--- src/rtl/mftt_pkg.sv ---
// ----------------------------------------------------------------------------
// mftt_pkg
// shared types and constants of the motor feedback turn tracker
// ----------------------------------------------------------------------------
package mftt_pkg;

    localparam int MOTOR_SLOTS_DEF = 8;
    localparam logic [10:0] BASE_ID_RST = 11'h201;
    localparam int JUMP_LIMIT = 4095;
    // 8192 counts per turn
    localparam int TURN_SHIFT = 13;

    localparam int PADDR_W = 3;
    localparam logic REG_BASE_ID = 1'b0;

    typedef struct packed {
        logic [15:0] offset;
        logic [15:0] angle;
        logic [15:0] speed;
        logic [15:0] current;
        logic [7:0]  temp;
        logic [31:0] turns;
    } row_t;

    typedef struct packed {
        row_t        row;
        logic        first;
        logic [31:0] total;
    } upd_t;

    localparam row_t ROW_CLEAR = '0;

endpackage

--- src/rtl/mftt_store.sv ---
// ----------------------------------------------------------------------------
// mftt_store
// per-motor entry memory with registered read and seen flags
// ----------------------------------------------------------------------------
module mftt_store #(
    parameter int MOTOR_SLOTS = 8,
    parameter int SLOT_W      = 3
) (
    input  logic              aclk,
    input  logic              aresetn,
    input  logic              rd_en,
    input  logic [SLOT_W-1:0] rd_addr,
    output mftt_pkg::row_t    rd_row,
    output logic              rd_seen,
    input  logic              wr_en,
    input  logic [SLOT_W-1:0] wr_addr,
    input  mftt_pkg::row_t    wr_row
);
    import mftt_pkg::*;

    row_t                   mem [MOTOR_SLOTS];
    row_t                   rd_data_reg;
    logic                   rd_seen_reg;
    logic [MOTOR_SLOTS-1:0] seen_reg;

    always_ff @(posedge aclk) begin
        if (wr_en) begin
            mem[wr_addr] <= wr_row;
        end
        if (rd_en) begin
            rd_data_reg <= mem[rd_addr];
        end
    end

    always_ff @(posedge aclk) begin
        if (!aresetn) begin
            seen_reg    <= '0;
            rd_seen_reg <= 1'b0;
        end else begin
            if (wr_en) begin
                seen_reg[wr_addr] <= 1'b1;
            end
            if (rd_en) begin
                rd_seen_reg <= seen_reg[rd_addr];
            end
        end
    end

    // entries never written since reset read as zero
    assign rd_row  = rd_seen_reg ? rd_data_reg : ROW_CLEAR;
    assign rd_seen = rd_seen_reg;

endmodule

--- src/rtl/mftt_update.sv ---
// ----------------------------------------------------------------------------
// mftt_update
// entry update: offset capture, angle unwrap and total angle
// ----------------------------------------------------------------------------
module mftt_update (
    input  logic           seen,
    input  mftt_pkg::row_t cur,
    input  logic [15:0]    angle,
    input  logic [15:0]    speed,
    input  logic [15:0]    current,
    input  logic [7:0]     temp,
    output mftt_pkg::upd_t res
);
    import mftt_pkg::*;

    logic signed [16:0] diff;
    logic [31:0]        turns_dec;
    logic [31:0]        turns_inc;
    row_t               row;

    always_comb begin
        diff      = $signed({1'b0, angle}) - $signed({1'b0, cur.angle});
        turns_dec = cur.turns - 32'd1;
        turns_inc = cur.turns + 32'd1;
        row       = cur;
        row.angle = angle;
        if (!seen) begin
            row.offset = angle;
        end else begin
            row.speed   = speed;
            row.current = current;
            row.temp    = temp;
            if (diff > $signed(17'(JUMP_LIMIT))) begin
                row.turns = turns_dec;
            end else if (diff < -$signed(17'(JUMP_LIMIT))) begin
                row.turns = turns_inc;
            end
        end
        res.row   = row;
        res.first = !seen;
        res.total = {row.turns[31-TURN_SHIFT:0], TURN_SHIFT'(0)}
                  + {16'd0, row.angle} - {16'd0, row.offset};
    end

endmodule

--- src/rtl/motor_feedback_turn_tracker.sv ---
// ----------------------------------------------------------------------------
// motor_feedback_turn_tracker
// multi-turn rotor angle tracking for a window of motor feedback frames
// ----------------------------------------------------------------------------
// flow: frame registered on accept, entry updated in ST_CALC when m side is free
// no new frame is taken in ST_CALC, which follows the read of the entry memory
//   ahead of its read-modify-write
// frames outside the window are accepted in ST_IDLE and give no result
// reset: synchronous, all entries read as zero at once, base_id back to 0x201
module motor_feedback_turn_tracker #(
    parameter int MOTOR_SLOTS = mftt_pkg::MOTOR_SLOTS_DEF
) (
    input  logic                         aclk,
    input  logic                         aresetn,
    input  logic                         psel,
    input  logic                         penable,
    input  logic                         pwrite,
    input  logic [mftt_pkg::PADDR_W-1:0] paddr,
    input  logic [31:0]                  pwdata,
    output logic [31:0]                  prdata,
    output logic                         pready,
    input  logic                         s_valid,
    output logic                         s_ready,
    input  logic [10:0]                  s_frame_id,
    input  logic [63:0]                  s_payload,
    output logic                         m_valid,
    input  logic                         m_ready,
    output logic [2:0]                   m_motor_slot,
    output logic                         m_first_frame,
    output logic [15:0]                  m_rotor_angle,
    output logic signed [15:0]           m_rotor_speed,
    output logic signed [15:0]           m_drive_current,
    output logic [7:0]                   m_temperature,
    output logic signed [31:0]           m_turn_count,
    output logic signed [31:0]           m_unwrapped_angle
);
    import mftt_pkg::*;

    localparam int SLOT_W = (MOTOR_SLOTS > 1) ? $clog2(MOTOR_SLOTS) : 1;
    localparam int IDX_W  = (SLOT_W > 3) ? SLOT_W : 3;

    typedef enum logic {ST_IDLE, ST_CALC} state_t;

    state_t            state_reg;
    logic [10:0]       base_id_reg;
    logic [IDX_W-1:0]  slot_reg;
    logic [55:0]       frame_data_reg;
    logic              m_valid_reg;
    logic [2:0]        m_slot_reg;
    logic              m_first_reg;
    logic [15:0]       m_angle_reg;
    logic [15:0]       m_speed_reg;
    logic [15:0]       m_current_reg;
    logic [7:0]        m_temp_reg;
    logic [31:0]       m_turns_reg;
    logic [31:0]       m_total_reg;

    logic [11:0]       id_diff;
    logic              in_window;
    logic              s_accept;
    logic              out_free;
    logic              rd_en;
    logic              wr_en;
    logic              rd_seen;
    row_t              rd_row;
    upd_t              upd;
    logic              cfg_sel;

    // configuration
    assign pready  = 1'b1;
    assign cfg_sel = (paddr[PADDR_W-1:2] == REG_BASE_ID);
    assign prdata  = cfg_sel ? {21'd0, base_id_reg} : 32'd0;

    always_ff @(posedge aclk) begin
        if (!aresetn) begin
            base_id_reg <= BASE_ID_RST;
        end else if (psel && penable && pwrite && pready && cfg_sel) begin
            base_id_reg <= pwdata[10:0];
        end
    end

    // identifier window, no wrap past the top
    assign id_diff   = {1'b0, s_frame_id} - {1'b0, base_id_reg};
    assign in_window = !id_diff[11] && (id_diff[10:0] < 11'(MOTOR_SLOTS));

    assign s_ready  = (state_reg == ST_IDLE);
    assign s_accept = s_valid && s_ready;
    assign out_free = !m_valid_reg || m_ready;
    assign rd_en    = s_accept && in_window;
    assign wr_en    = (state_reg == ST_CALC) && out_free;

    mftt_store #(
        .MOTOR_SLOTS (MOTOR_SLOTS),
        .SLOT_W      (SLOT_W)
    ) u_store (
        .aclk    (aclk),
        .aresetn (aresetn),
        .rd_en   (rd_en),
        .rd_addr (id_diff[SLOT_W-1:0]),
        .rd_row  (rd_row),
        .rd_seen (rd_seen),
        .wr_en   (wr_en),
        .wr_addr (slot_reg[SLOT_W-1:0]),
        .wr_row  (upd.row)
    );

    mftt_update u_update (
        .seen    (rd_seen),
        .cur     (rd_row),
        .angle   (frame_data_reg[55:40]),
        .speed   (frame_data_reg[39:24]),
        .current (frame_data_reg[23:8]),
        .temp    (frame_data_reg[7:0]),
        .res     (upd)
    );

    always_ff @(posedge aclk) begin
        if (!aresetn) begin
            state_reg   <= ST_IDLE;
            m_valid_reg <= 1'b0;
        end else begin
            if (wr_en) begin
                m_valid_reg <= 1'b1;
            end else if (m_ready) begin
                m_valid_reg <= 1'b0;
            end
            unique case (state_reg)
                ST_IDLE: begin
                    if (rd_en) begin
                        slot_reg       <= id_diff[IDX_W-1:0];
                        frame_data_reg <= s_payload[63:8];
                        state_reg      <= ST_CALC;
                    end
                end
                ST_CALC: begin
                    if (out_free) begin
                        m_slot_reg    <= slot_reg[2:0];
                        m_first_reg   <= upd.first;
                        m_angle_reg   <= upd.row.angle;
                        m_speed_reg   <= upd.row.speed;
                        m_current_reg <= upd.row.current;
                        m_temp_reg    <= upd.row.temp;
                        m_turns_reg   <= upd.row.turns;
                        m_total_reg   <= upd.total;
                        state_reg     <= ST_IDLE;
                    end
                end
            endcase
        end
    end

    assign m_valid           = m_valid_reg;
    assign m_motor_slot      = m_slot_reg;
    assign m_first_frame     = m_first_reg;
    assign m_rotor_angle     = m_angle_reg;
    assign m_rotor_speed     = $signed(m_speed_reg);
    assign m_drive_current   = $signed(m_current_reg);
    assign m_temperature     = m_temp_reg;
    assign m_turn_count      = $signed(m_turns_reg);
    assign m_unwrapped_angle = $signed(m_total_reg);

    a_first_zero: assert property (@(posedge aclk) disable iff (!aresetn)
        m_valid_reg && m_first_reg |-> m_total_reg == 32'd0 && m_turns_reg == 32'd0)
        else $error("first transaction of an entry with nonzero turns or total");

    a_wr_loads_out: assert property (@(posedge aclk) disable iff (!aresetn)
        wr_en |=> m_valid_reg && state_reg == ST_IDLE)
        else $error("entry write without result transaction");

    a_read_to_calc: assert property (@(posedge aclk) disable iff (!aresetn)
        rd_en |=> state_reg == ST_CALC && !s_ready)
        else $error("entry read not followed by update");

endmodule
--- config.mk ---
export PLATFORM = sky130hd
export DESIGN_NAME = motor_feedback_turn_tracker
export DESIGN_NICKNAME = d
export VERILOG_FILES = /design/src/rtl/mftt_pkg.sv /design/src/rtl/mftt_store.sv /design/src/rtl/mftt_update.sv /design/src/rtl/motor_feedback_turn_tracker.sv
export SDC_FILE = /design/constraint.sdc
export NUM_CORES = 1
export LEC_CHECK = 0
export CORE_MARGIN = 4
export CORE_UTILIZATION = 53
export CTS_BUF_LIST = sky130_fd_sc_hd__clkbuf_16
export CTS_CLUSTER_DIAMETER = 60
export CTS_CLUSTER_SIZE = 16
export DETAILED_ROUTE_END_ITERATION = 10
export DONT_BUFFER_PORTS = 1
export GPL_ROUTABILITY_DRIVEN = 0
export PLACE_DENSITY_LB_ADDON = 0.2
export SLEW_MARGIN = 5
export SYNTH_ARGS = -nofsm -noshare
export SYNTH_HDL_FRONTEND = slang
export SYNTH_SLANG_ARGS = --single-unit
--- constraint.sdc ---
create_clock -name aclk -period 18.3 [get_ports aclk]
set_input_delay 5.49 -clock aclk [delete_from_list [all_inputs] [get_ports aclk]]
set_output_delay 5.49 -clock aclk [all_outputs]
set_load 0.01 [all_outputs]
==> flow_summary.yaml <==
status:
  status: "finished, final reports clean"
route:
  drc_errors: 0
  wl_per_cell_um: 24.74
  firstDrtPassIters: 5
  drtAntennaViolNets: 0
  via_per_inst: 6.061
  wl_um: 66110
  drt_iter0_drc: 1344
  vias: 16200
setup_path:
  crit_path_end_kind: "output port"
  worstSetupPathType: "in2out"
  required_ps: 12810
  critical-path-top-delay-family: "simple AND/OR/NAND/NOR gates"
  rr_worst_depth: 26
  regToRegStartpoint: "u_store.rd_seen"
  crit_slowest_cell: "nor2b_1"
  r2r-end: "m_unwrapped_angle[31]"
  cp_max_fo: 13
  slowest_delay_ps: 210
  r2r_slack_ps: 9450
  path_cells: "nor2b_1"
  crit_buf_inv: 0
  worstSetupStartpointType: "input pin"
  cp.arrival_ps: 5700
clock_tree:
  cts_buffer_depth: 3
  path_clk_slew_ps: 70
  cts_root_buffer: "clkbuf_16"
  ctsHoldBuffers: 0
  cts-htree-levels: 2
  cts_tree: "yes"
  worstSkewPairLatency_ps: 620
  cts_inserted_buffers: 58
  postCtsSetupBuffers: 0
  numClockSinks: 781
  cts_resized: 0
timing:
  min_period_ps: 11190
  finalClockSkew_ps: 17.14
  setup_violations: 0
  hold_slack_ps: 466.0
  finalHoldViolations: 0
  maxSlewViolCount: 0
  worstMarginPinSlew_ps: 1116
  max_freq_mhz: 89.37
  min_period_over_period_pct: 61.15
  slew_headroom_pct: 25.47
  fin_setup_tns_ps: 0
  finalWorstSetupSlack_ps: 7110
  rsz0062_at_grt: "no"
place:
  dp_hpwl_um: 38620
  dp_slack_ps: 7107
  portBuffers: 0
  dp_cells: 2586
layout:
  multi_input_area_um2: 8793
  regArea_um2: 23240
  post-route-util_pct: 58.03
  final_cell_mix: "759 x edfxtp_1, 130 x mux4_2, 84 x inv_1, 83 x nand2_1, 73 x ha_1"
  area_growth_pct: 8.040
  layout_commonest_cell: "edfxtp_1"
  nFillCells: 4448
  num-nets-final: 2061
  layout.cells.non_filler: 2672
  drive_above_1_share_pct: 17.31
  largest_register_ffs: 512
logic_synthesis:
  synth_area_um2: 32540
  post_synth_num_cell_types: 78
  yosysTopAreaCellShare_pct: 70.04
  synth_edf_count: 759
  synth_area_leaders: "edfxtp_1 70%, mux4_2 9.0%, ha_1 2.8%, mux2_2 2.2%, dfxtp_1 1.4%"
  async_flop_share_pct: 0
  avgSynthCellArea_um2: 17.64
  ys_warn_count: 0
  ys_seq_area_share_pct: 71.39
  syn_inst: 1845
  synth_top_area_cell: "edfxtp_1"
  synth_seq_cells: 781
  dominantRegCellSynth: "edfxtp_1"
global_routing:
  grt_pass1_wl_um: 100700
  grt_pass1_vias: 16730
  grt_max_degree: 101
  antenna_found_initial: 1
  overflow: 0
  grt_usage_pct: 19.93
power_and_ir_drop:
  peakVddDrop_mv: 0.07624
  p_leak_uw: 0.01067
  p_per_area_nw_per_um2: 92.48
floorplan:
  ios: 276
  initial_utilization_pct: 53.71
  die_h_um: 255.8
  core_area_um2: 60580
  dieArea_um2: 65430
  rows: 90
  die_x_um: 255.8
run:
  maxCapViolations: 0
hold_path:
  worstHoldPathType: "reg2reg"
  holdPathStages: 2
  holdPathEnd: "base_id_reg[1]"
  holdCritStartpoint: "base_id_reg[1]"
==> worst max-delay path by stage <==
stage                         to  cells after the start          start  slack [ps]
2_1_floorplan  frame_data_reg[0]                     15  s_frame_id[0]        2310
3_5_place_dp           prdata[0]                      1       paddr[2]        7110
6_report               prdata[0]                      1       paddr[2]        7110
5_1_grt                prdata[0]                      1       paddr[2]        7110
4_1_cts                prdata[0]                      1       paddr[2]        7110
3_3_place_gp           prdata[0]                      1       paddr[2]        7110
==> final cells by class <==
type                    instances  share of cell area [%]
diodes                          1                0.007118
clock buffers                  59                   4.199
clock inverters                26                  0.5267
inverters                      78                  0.8328
multi-input cells             921                   25.01
flip-flops and latches        781                   66.09
well taps                     782                   2.783
repair buffers                 24                  0.5481
==> kinds of logic after synthesis <==
logic type,Yosys count,synth area share (%)
flops,781,71.39
simple gates,323,5.137
compound gates,215,4.456
mux,213,11.80
buf+inv,163,2.145
fa+ha+maj,80,3.214
xor+xnor,68,1.830
other cells,2,0.02308
==> per-stage QoR <==
step                      power, uW  instance area [um^2]
after global placement         2109                 33490
after global routing           3367                 35160
final                          3251                 35160
after CTS                      3289                 35160
after detailed placement       2111                 33490
after floorplan                2086                 32620
==> cells in the mapped netlist, types with 4 or more instances <==
cell type	count
a31oi_1	8
xor2_1	20
a21oi_1	64
nor2_1	60
mux4_2	130
buf_4	22
nor4_1	7
nand3_1	23
fa_1	6
a21boi_0	13
mux2i_1	18
or3_1	8
buf_1	11
nand2b_1	12
or2_2	5
nor3_1	18
o21a_1	16
nand2_1	83
o21bai_1	12
inv_1	76
ha_1	74
nand4_1	10
xnor2_1	48
o21ai_0	31
a21o_1	20
and3_1	11
nand3b_1	5
mux2_2	65
nor2b_1	7
and2_1	59
clkbuf_1	49
edfxtp_1	759
dfxtp_1	22
o32ai_1	4
==> routing by layer <==
metal / GRT usage (%) / vias up / routed length (um) / share of wire [%]
met5: 0 / - / 0 / 0
met3: 3.750 / 100 / 3779 / 5.7
met4: 4.845 / 0 / 1531 / 2.3
met2: 33.69 / 516 / 32600 / 49
met1: 27.24 / 8381 / 28190 / 43
li1: - / 7199 / - / -
==> power breakdown <==
group / internal [uW] / switching (uW)
sequential: 1940 / 1.03
combinational: 62.7 / 66.3
clock: 606 / 577
total: 2610 / 645
Note: power is estimated with default switching activity, not from simulation.
